`src/twc_pkg.sv`:
```
// Shared constants and types for the two-way cache tag store.
package twc_pkg;

  // Address split: byte offset, then set index, then tag.
  localparam int unsigned ADDR_BITS   = 32;
  localparam int unsigned SETS        = 4;
  localparam int unsigned BLOCK_BYTES = 16;
  localparam int unsigned WAYS        = 2;

  localparam int unsigned OFFSET_BITS = $clog2(BLOCK_BYTES);
  localparam int unsigned SET_BITS    = $clog2(SETS);
  localparam int unsigned TAG_BITS    = ADDR_BITS - OFFSET_BITS - SET_BITS;
  localparam int unsigned CNT_BITS    = 32;

  // Replacement policy select.
  typedef enum logic {
    POLICY_LRU  = 1'b0,
    POLICY_FIFO = 1'b1
  } policy_e;

  // Outcome of one tag lookup.
  typedef struct packed {
    logic                hit;
    logic                evicted;
    logic                way;
    logic [TAG_BITS-1:0] victim_tag;
  } lookup_t;

endpackage

```
`src/two_way_cache_tag_store_unit.sv`:
```
// Two-way set-associative cache tag store with LRU or FIFO replacement.
//
//  channel | dir | handshake                  | payload
//  --------+-----+----------------------------+-----------------------------------------
//  in      | in  | in_valid_i / in_stall_o    | address_i
//  out     | out | out_valid_o / out_stall_i  | hit_o evicted_o way_used_o set_index_o
//          |     |                            | block_offset_o victim_tag_o *_total_o
//  cfg     | in  | cfg_we_i                   | cfg_wdata_i (replace policy)
//
// One word per cycle while out_stall_i is low; each word passes the input register, then the result register.
// The tag compare, victim pick and state update all happen in the cycle the word moves
// from the input register to the result register, so a following word to the same set
// sees the updated tags and order bits.
// Reset empties the cache, clears the order bits, counters and policy (LRU).
// A stalled result holds; the input register still takes a word while the result waits, if it is empty.
module two_way_cache_tag_store_unit
  import twc_pkg::*;
(
  input  logic                 clk_i,
  input  logic                 rst_ni,
  // configuration
  input  logic                 cfg_we_i,
  input  logic                 cfg_wdata_i,
  // input channel
  input  logic                 in_valid_i,
  output logic                 in_stall_o,
  input  logic [ADDR_BITS-1:0] address_i,
  // output channel
  output logic                 out_valid_o,
  input  logic                 out_stall_i,
  output logic                 hit_o,
  output logic                 evicted_o,
  output logic                 way_used_o,
  output logic [SET_BITS-1:0]  set_index_o,
  output logic [OFFSET_BITS-1:0] block_offset_o,
  output logic [TAG_BITS-1:0]  victim_tag_o,
  output logic [CNT_BITS-1:0]  hit_total_o,
  output logic [CNT_BITS-1:0]  miss_total_o,
  output logic [CNT_BITS-1:0]  evict_total_o
);

  // ---------------------------------------------------------------------------
  // Control and state
  // ---------------------------------------------------------------------------
  policy_e                      policy_q;

  logic                         s1_valid_q;
  logic [ADDR_BITS-1:0]         s1_addr_q;

  logic                         out_valid_q;
  logic                         hit_q;
  logic                         evicted_q;
  logic                         way_q;
  logic [SET_BITS-1:0]          set_q;
  logic [OFFSET_BITS-1:0]       offset_q;
  logic [TAG_BITS-1:0]          victim_q;

  // Per-line valid bits (reset) and tags (no reset, only read when valid).
  logic [SETS-1:0][WAYS-1:0]    line_valid_q;
  logic [TAG_BITS-1:0]          line_tag_q [SETS][WAYS];
  // Per-set order bits: most recently used way, and the way inserted earlier.
  logic [SETS-1:0]              recent_way_q;
  logic [SETS-1:0]              oldest_way_q;

  logic [CNT_BITS-1:0]          hit_cnt_q;
  logic [CNT_BITS-1:0]          miss_cnt_q;
  logic [CNT_BITS-1:0]          evict_cnt_q;

  // ---------------------------------------------------------------------------
  // Handshake: the input register drains into the result register whenever the
  // result register is empty or its word is being taken this cycle.
  // ---------------------------------------------------------------------------
  logic advance;
  logic in_accept;

  assign advance    = s1_valid_q && (!out_valid_q || !out_stall_i);
  assign in_stall_o = s1_valid_q && !advance;
  assign in_accept  = in_valid_i && !in_stall_o;

  // ---------------------------------------------------------------------------
  // Lookup for the word in the input register
  // ---------------------------------------------------------------------------
  logic [OFFSET_BITS-1:0] cur_offset;
  logic [SET_BITS-1:0]    cur_set;
  logic [TAG_BITS-1:0]    cur_tag;
  logic                   hit0;
  logic                   hit1;
  logic                   victim_way;
  lookup_t                lk;

  assign cur_offset = s1_addr_q[OFFSET_BITS-1:0];
  assign cur_set    = s1_addr_q[OFFSET_BITS +: SET_BITS];
  assign cur_tag    = s1_addr_q[ADDR_BITS-1 -: TAG_BITS];

  assign hit0 = line_valid_q[cur_set][0] && (line_tag_q[cur_set][0] == cur_tag);
  assign hit1 = line_valid_q[cur_set][1] && (line_tag_q[cur_set][1] == cur_tag);

  // Victim in a full set: LRU evicts the way not used last, FIFO the older insert.
  assign victim_way = (policy_q == POLICY_FIFO) ? oldest_way_q[cur_set]
                                                : ~recent_way_q[cur_set];

  always_comb begin
    lk            = '0;
    lk.hit        = hit0 || hit1;
    if (hit0) begin
      lk.way = 1'b0;
    end else if (hit1) begin
      lk.way = 1'b1;
    end else if (!line_valid_q[cur_set][0]) begin
      lk.way = 1'b0;
    end else if (!line_valid_q[cur_set][1]) begin
      lk.way = 1'b1;
    end else begin
      lk.way        = victim_way;
      lk.evicted    = 1'b1;
      lk.victim_tag = line_tag_q[cur_set][victim_way];
    end
  end

  // ---------------------------------------------------------------------------
  // Registers
  // ---------------------------------------------------------------------------
  always_ff @(posedge clk_i or negedge rst_ni) begin
    if (!rst_ni) begin
      policy_q     <= POLICY_LRU;
      s1_valid_q   <= 1'b0;
      out_valid_q  <= 1'b0;
      line_valid_q <= '0;
      recent_way_q <= '0;
      oldest_way_q <= '0;
      hit_cnt_q    <= '0;
      miss_cnt_q   <= '0;
      evict_cnt_q  <= '0;
    end else begin
      if (cfg_we_i) begin
        policy_q <= policy_e'(cfg_wdata_i);
      end

      if (in_accept) begin
        s1_valid_q <= 1'b1;
      end else if (advance) begin
        s1_valid_q <= 1'b0;
      end

      if (advance) begin
        out_valid_q <= 1'b1;
      end else if (!out_stall_i) begin
        out_valid_q <= 1'b0;
      end

      if (advance) begin
        recent_way_q[cur_set] <= lk.way;
        if (lk.hit) begin
          if (hit_cnt_q != '1) begin
            hit_cnt_q <= hit_cnt_q + 1'b1;
          end
        end else begin
          line_valid_q[cur_set][lk.way] <= 1'b1;
          oldest_way_q[cur_set]         <= ~lk.way;
          if (miss_cnt_q != '1) begin
            miss_cnt_q <= miss_cnt_q + 1'b1;
          end
          if (lk.evicted && (evict_cnt_q != '1)) begin
            evict_cnt_q <= evict_cnt_q + 1'b1;
          end
        end
      end
    end
  end

  // Payload registers, no reset.
  always_ff @(posedge clk_i) begin
    if (in_accept) begin
      s1_addr_q <= address_i;
    end
    if (advance) begin
      hit_q     <= lk.hit;
      evicted_q <= lk.evicted;
      way_q     <= lk.way;
      set_q     <= cur_set;
      offset_q  <= cur_offset;
      victim_q  <= lk.victim_tag;
      if (!lk.hit) begin
        line_tag_q[cur_set][lk.way] <= cur_tag;
      end
    end
  end

  // ---------------------------------------------------------------------------
  // Outputs. The counters only move when a word enters the result register, so
  // while that word waits they still hold the totals including it.
  // ---------------------------------------------------------------------------
  assign out_valid_o    = out_valid_q;
  assign hit_o          = hit_q;
  assign evicted_o      = evicted_q;
  assign way_used_o     = way_q;
  assign set_index_o    = set_q;
  assign block_offset_o = offset_q;
  assign victim_tag_o   = victim_q;
  assign hit_total_o    = hit_cnt_q;
  assign miss_total_o   = miss_cnt_q;
  assign evict_total_o  = evict_cnt_q;

  // ---------------------------------------------------------------------------
  // Assertions
  // ---------------------------------------------------------------------------
  a_hit_no_evict : assert property (@(posedge clk_i) disable iff (!rst_ni)
    out_valid_q && hit_q |-> !evicted_q && (victim_q == '0))
    else $error("hit result reports an eviction");

  a_line_valid_after : assert property (@(posedge clk_i) disable iff (!rst_ni)
    advance |=> line_valid_q[$past(cur_set)][$past(lk.way)])
    else $error("used way not valid after lookup");

  a_evict_full_set : assert property (@(posedge clk_i) disable iff (!rst_ni)
    advance && lk.evicted |-> (line_valid_q[cur_set] == '1) && !lk.hit)
    else $error("eviction from a set that is not full");

  a_cnt_step : assert property (@(posedge clk_i) disable iff (!rst_ni)
    !advance |=> $stable(hit_cnt_q) && $stable(miss_cnt_q) && $stable(evict_cnt_q))
    else $error("counter moved without a lookup");

  a_s1_hold : assert property (@(posedge clk_i) disable iff (!rst_ni)
    s1_valid_q && !advance |=> s1_valid_q && $stable(s1_addr_q))
    else $error("stalled input word lost");

endmodule
```
`config.mk`:
```
export PLATFORM = sky130hd
export DESIGN_NAME = two_way_cache_tag_store_unit
export DESIGN_NICKNAME = d
export VERILOG_FILES = /design/src/twc_pkg.sv /design/src/two_way_cache_tag_store_unit.sv
export SDC_FILE = /design/constraint.sdc
export NUM_CORES = 1
export LEC_CHECK = 0
export ABC_CLOCK_PERIOD_IN_PS = 5500
export BUFFER_PORTS_ARGS = -buffer_cell sky130_fd_sc_hd__buf_2
export CORE_MARGIN = 2
export CORE_UTILIZATION = 35
export CTS_BUF_LIST = sky130_fd_sc_hd__clkbuf_4 sky130_fd_sc_hd__clkbuf_8
export DETAILED_ROUTE_END_ITERATION = 12
export GPL_TIMING_DRIVEN = 0
export HOLD_SLACK_MARGIN = 0.08
export PLACE_DENSITY_LB_ADDON = 0.25
export SYNTH_ARGS = -nofsm -noshare
export SYNTH_HDL_FRONTEND = slang
export SYNTH_SLANG_ARGS = --single-unit
```
`constraint.sdc`:
```
create_clock -name clk_i -period 5.5 [get_ports clk_i]
set_input_delay 0.825 -clock clk_i [delete_from_list [all_inputs] [get_ports clk_i]]
set_output_delay 0.825 -clock clk_i [all_outputs]
set_load 0.1 [all_outputs]
```
==> flow_summary.json, run 1 <==
{
  "drive_gt1_share_pct": 29.4,
  "min_path_type": "in2async",
  "diodes": 0,
  "worst_slew_pin_slew_ns": 1.02,
  "root_buffer": "clkbuf_8",
  "final.period_utilization_pct": 93.1,
  "final-hold-violation-count": 0,
  "holdWs_ns": 0.120,
  "cp_num_buf_inv": 6,
  "path_delay_family": "buffers and inverters",
  "start_util_pct": 35.6,
  "antenna_found_initial": 3,
  "firstDrtPassIters": 5,
  "met3_usage_pct": 4.38,
  "syn_area_sq_um": 16200,
  "endpoint_kind": "flop",
  "synth_nets": 1074,
  "synth_top_area_share_pct": 50.9,
  "gr-total-overflow": 0,
  "synth-seq-cells": 392,
  "numCtsBuffers": 69,
  "worstPathCellList": "buf_6 > buf_2 > buf_2 > mux4_2 > xnor2_1 > nand4_1 > nor4_1 > nand3_1 > nand2_1 > buf_2 > or2_2 > buf_2 > buf_2 > nor2_1",
  "path_common_cell": "buf_2",
  "synth.distinct_cells": 56,
  "vias": 9602,
  "hold_buffers": 0,
  "max-slew-margin-rel_pct": 32.2,
  "final-setup-viol-count": 0,
  "cts_max_path_buffers": 3,
  "crit_fanout": 10,
  "gp_congestion": 0.828,
  "fillers": 4143,
  "ys.flop_type": "edfxtp_1",
  "port_buffers": 170,
  "fp-row-count": 78,
  "slowest_stage": "mux4_2",
  "antenna_left": 0,
  "synth_edf_count": 275,
  "min_period_ns": 5.12,
  "grt_max_degree": 67,
  "outcome": "finished clean",
  "hpwlAfterDp_microns": 26800,
  "rsz0062_at_grt": "false",
  "area_growth_pct": 19.7,
  "cts.sinks": 392,
  "critPathMaxStageDelay_ns": 0.59,
  "max_freq_mhz": 195,
  "die_w_microns": 219,
  "cts_tree": "built",
  "h-tree-depth": 3,
  "viasPerCell": 4.97,
  "synth_async_sr_flop_share_pct": 29.3,
  "clock_skew_ns": 0.0290,
  "post_drt_wl_per_cell_microns": 20.7,
  "worst-path-stages": 14,
  "seq_area_frac_synth_pct": 68.9,
  "route.detailed.drc": 0,
  "crit_path_start_kind": "flop",
  "required_ns": 5.86,
  "reg2regPathDepth": 14,
  "clk_latency_ns": 0.64,
  "grt_use_met2_pct": 26.9,
  "cap_viol_max_count": 0,
  "ioPinCount": 171,
  "core_area_sq_um": 45600,
  "dieArea_sq_um": 48100,
  "grt_pass1_wl_microns": 60300,
  "power.density_nw_per_um2": 430,
  "syn_inst": 1033,
  "fin_nets": 1328,
  "grt_util_met1_pct": 22.7,
  "grt.busiest_layer": "met2",
  "synth_area_leader_cell": "edfxtp_1",
  "cellLeakagePower_nw": 7.55,
  "ys_warn_count": 0,
  "synth_area_leaders": "edfxtp_1, dfrtp_1, xnor2_1",
  "crit_arrival_ns": 5.48,
  "worstSetupPathType": "reg2reg",
  "finalPower_mw": 8.35,
  "drtIter0Drc": 688,
  "fin_util_pct": 42.6,
  "gr-usage-all-layers_pct": 16.9,
  "slew_violations": 0,
  "clkSlewWorstSetupHoldPaths_ns": 0.06,
  "drt_wl_total_microns": 40000,
  "ir_drop_uv": 492,
  "syn_avg_cell_area_sq_um": 15.7,
  "die_height_microns": 219,
  "grt_pass1_vias": 9865
}
## cell usage after synthesis (all sizes together) (12+ instances only)
library cell and count:
and2 12, nor3 14, nand4 36, nand3 45
mux2i 62, nor2 59, or2 13, and3 26
clkbuf 13, nand2 51, buf 22, xnor2 120
dfrtp 115, edfxtp 275, xor2 18, mux4 43
inv 17
## layout by cell type, fill, tap and decap left out, types with 11 or more instances in the layout
| master | instances |
|---|---|
| edfxtp_1 | 275 |
| buf_2 | 182 |
| xnor2_1 | 120 |
| dfrtp_1 | 115 |
| clkbuf_8 | 75 |
| mux2i_1 | 62 |
| nor2_1 | 59 |
| nand2_1 | 51 |
| mux4_2 | 43 |
| nand3_1 | 41 |
| nand4_1 | 36 |
| and3_1 | 25 |
| clkbuf_4 | 20 |
| xor2_1 | 18 |
| inv_1 | 15 |
| buf_6 | 13 |
| clkbuf_1 | 13 |
| nor3_1 | 11 |
| or2_2 | 11 |
## worst paths after layout
| path | startpoint | to | slack, ns |
|---|---|---|---|
| worst min-delay path | rst_ni | miss_total_o[10] | 0.12 |
| worst max register to register | flop | victim_tag_o[14] | 0.38 |
| max in group asynchronous | rst_ni | evict_total_o[4] | 4.67 |
| worst max-delay path | flop | victim_tag_o[14] | 0.38 |
| min in group clk_i | address_i[28] | s1_addr_q[28] | 0.36 |
| worst min register to register | s1_addr_q[1] | block_offset_o[1] | 0.42 |
## power by group
group,internal (mW),total (mW),switching [mW]
Clock,1.44,2.63,1.19
Sequential,3.53,3.69,0.158
Combinational,0.490,2.03,1.54
## timing repair
action / CTS / global route
endpoints found under the setup margin: 0 / 80
gates resized for setup: 0 / 2
hold endpoints to repair: 0 / 0
setup buffers: 0 / 0
## metal layers
metal / wire length, microns / vias up
met4: 920 / 6
met3: 2300 / 79
met2: 19100 / 262
met5: 33 / -
met1: 17600 / 4866
li1: - / 4389
## worst register-to-register path, stage by stage, from the launching register on
cell and delay [ns]:
dfxtp_1 0.32, buf_6 0.21, buf_2 0.37, buf_2 0.46, mux4_2 0.60, xnor2_1 0.25
nand4_1 0.22, nor4_1 0.50, nand3_1 0.40, nand2_1 0.23, buf_2 0.29, or2_2 0.17
buf_2 0.26, buf_2 0.41, nor2_1 0.16
## through the flow
stage | TNS (ns) | setup WS, ns | instances | area (sq um)
2_1_floorplan | 0 | 0.538 | 1033 | 16200
3_3_place_gp | -243.97 | -2.87 | 1803 | 17800
3_5_place_dp | 0 | 0.151 | 1816 | 18100
4_1_cts | 0 | 0.140 | 1932 | 19400
5_1_grt | 0 | 0.0970 | 1932 | 19400
6_report | 0 | 0.380 | 1932 | 19400
## registers in the layout, summed over array words and instances, names as in the netlist, 8 cells and up, named ones only
register       count
victim_tag_o      26
line_tag_q       208
evict_total_o     32
hit_total_o       32
miss_total_o      32
s1_addr_q         32
line_valid_q       8
## logic make-up after synthesis
group / after synthesis / synth area share, %
buf+inv: 52 / 1.58
compound gates: 44 / 1.99
fa+ha+maj: 3 / 0.232
mux: 113 / 10.4
flops: 392 / 68.9
xor+xnor: 138 / 7.46
simple gates: 291 / 9.44
## area by class of cell
cell class | instances | area [sq um] | area share, %
flip-flops and latches | 392 | 11200 | 57.6
repair buffers | 183 | 1060 | 5.48
clock buffers | 95 | 1180 | 6.10
plain buffers | 35 | 193 | 0.993
inverters | 17 | 63.8 | 0.329
well taps | 600 | 751 | 3.87
multi-input cells | 589 | 4820 | 24.9
clock inverters | 21 | 149 | 0.768
Power figures use the tool's default switching activity.
==> run 2: changes to the inputs <==
- ABC_CLOCK_PERIOD_IN_PS: 5500 -> 5700
- clock period: 5.5 -> 5.7 ns (I/O delays scaled with it)
==> flow_summary.json, run 2 (synthesis results as in run 1) <==
{
  "outcome": "finished clean",
  "vias": 9655,
  "place_ws_ns": 0.192,
  "final-setup-viol-count": 0,
  "drtIter0Drc": 637,
  "post_drt_wl_per_cell_microns": 20.7,
  "power.density_nw_per_um2": 417,
  "antenna_left": 0,
  "reg2regPathDepth": 14,
  "regMostFlops": "line_tag_q",
  "h-tree-depth": 3,
  "layout_commonest_cell": "edfxtp_1",
  "drt_wl_total_microns": 40200,
  "finalPower_mw": 8.09,
  "gr-usage-all-layers_pct": 17.0,
  "port_buffers": 170,
  "max-slew-margin-rel_pct": 29.4,
  "ioPinCount": 171,
  "cts_tree": "built",
  "holdWs_ns": 0.161,
  "fp-row-count": 78,
  "worst_slew_pin_slew_ns": 1.06,
  "clkSlewWorstSetupHoldPaths_ns": 0.06,
  "min_path_type": "in2async",
  "grt_max_degree": 70,
  "final-hold-violation-count": 0,
  "slew_violations": 0,
  "cts.sinks": 392,
  "firstDrtPassIters": 5,
  "start_util_pct": 35.6,
  "drive_gt1_share_pct": 29.3,
  "route.detailed.drc": 0,
  "dieArea_sq_um": 48100,
  "cap_viol_max_count": 0,
  "final_cell_mix": "edfxtp_1, buf_2, xnor2_1",
  "hpwlAfterDp_microns": 26700,
  "rrSetupSlack_ns": 0.42,
  "die_w_microns": 219,
  "crit_fanout": 10,
  "required_ns": 6.03,
  "max_freq_mhz": 189,
  "worstSetupPathType": "reg2reg",
  "area_growth_pct": 19.7,
  "gp_congestion": 0.794,
  "clk_latency_ns": 0.62,
  "core_area_sq_um": 45600,
  "final.period_utilization_pct": 92.6,
  "ir_drop_uv": 439,
  "fin_util_pct": 42.6,
  "grt_pass1_wl_microns": 60700,
  "antenna_found_initial": 4,
  "viasPerCell": 4.97,
  "crit_arrival_ns": 5.61,
  "rsz0062_at_grt": "false",
  "endpoint_kind": "flop",
  "r2r-end": "victim_tag_o[14]",
  "root_buffer": "clkbuf_8",
  "crit_path_start_kind": "flop",
  "numCtsBuffers": 69,
  "min_period_ns": 5.28,
  "grt_pass1_vias": 10100,
  "hold_buffers": 0,
  "die_height_microns": 219,
  "gr-total-overflow": 0,
  "fin_nets": 1328,
  "clock_skew_ns": 0.0332,
  "largest_register_ffs": 208,
  "cellLeakagePower_nw": 7.56,
  "fin_ws_ns": 0.423,
  "cts_max_path_buffers": 3
}
==> run 2: cell count changes in the layout (fill, tap and decap cells not counted), moves of 2 or more <==
| cell | before | now |
|---|---|---|
| buf_6 | 13 | 10 |
| diode_2 | 0 | 3 |
| buf_12 | 3 | 1 |
| clkbuf_4 | 20 | 23 |
| clkinv_2 | 3 | 5 |
| buf_4 | 4 | 9 |
| inv_8 | 2 | 0 |
| clkinv_1 | 9 | 15 |
==> run 2: final cells by class <==
type                            instances  area [sq um]
Multi-Input combinational cell        589          4820
Timing Repair Buffer                  183          1030
Fill cell                            4229         26200
Inverter                               17          63.8
Sequential cell                       392         11200
Clock buffer                           99          1220
Clock inverter                         26           150
Tap cell                              600           751
Antenna cell                            3          7.51
Buffer                                 35           193
==> run 2: worst max-delay path by stage <==
stage / slack (ns) / cells past startpoint / endpoint / from
after floorplan: 0.15 / 10 / line_tag_q[2][26] / flop
after global placement: -4.07 / 11 / line_valid_q[4] / flop
after detailed placement: 0.19 / 12 / line_tag_q[2][34] / flop
after CTS: 0.15 / 12 / line_tag_q[2][28] / flop
after global routing: 0.17 / 11 / line_tag_q[3][12] / flop
final: 0.42 / 14 / victim_tag_o[14] / flop
==> run 2: critical path, cell delays in order, from the launching register on <==
cell,delay (ns)
dfxtp_1,0.32
buf_6,0.21
buf_2,0.41
buf_2,0.48
mux4_2,0.59
xnor2_1,0.39
nand4_1,0.18
nor3_1,0.51
nand3_1,0.36
nand2_1,0.23
buf_2,0.30
or2_2,0.16
buf_2,0.27
buf_2,0.39
nor2_1,0.15
==> run 2: through the flow <==
stage,instance area [sq um],setup TNS [ns],std cells
2_1_floorplan,16200,0,1033
3_3_place_gp,17800,-286.43,1803
3_5_place_dp,18000,0,1816
4_1_cts,19400,0,1941
5_1_grt,19400,0,1943
6_report,19400,0,1944
==> run 2: power breakdown <==
part | internal [mW] | switching, mW
Sequential | 3.41 | 0.157
Clock | 1.42 | 1.15
Combinational | 0.467 | 1.49
Total | 5.29 | 2.80
==> run 2: routing by layer <==
metal | GRT usage, % | wire length (microns) | up-vias
li1 | - | - | 4405
met1 | 22.7 | 17700 | 4913
met2 | 26.8 | 19100 | 265
met3 | 4.92 | 2600 | 70
met4 | 5.36 | 844 | 2
met5 | 0 | 7 | -
==> run 2: what timing repair did <==
action / 4_1_cts / 5_1_grt
setup endpoints to repair: 0 / 4
gates resized for setup: 0 / 1
setup buffers: 0 / 0
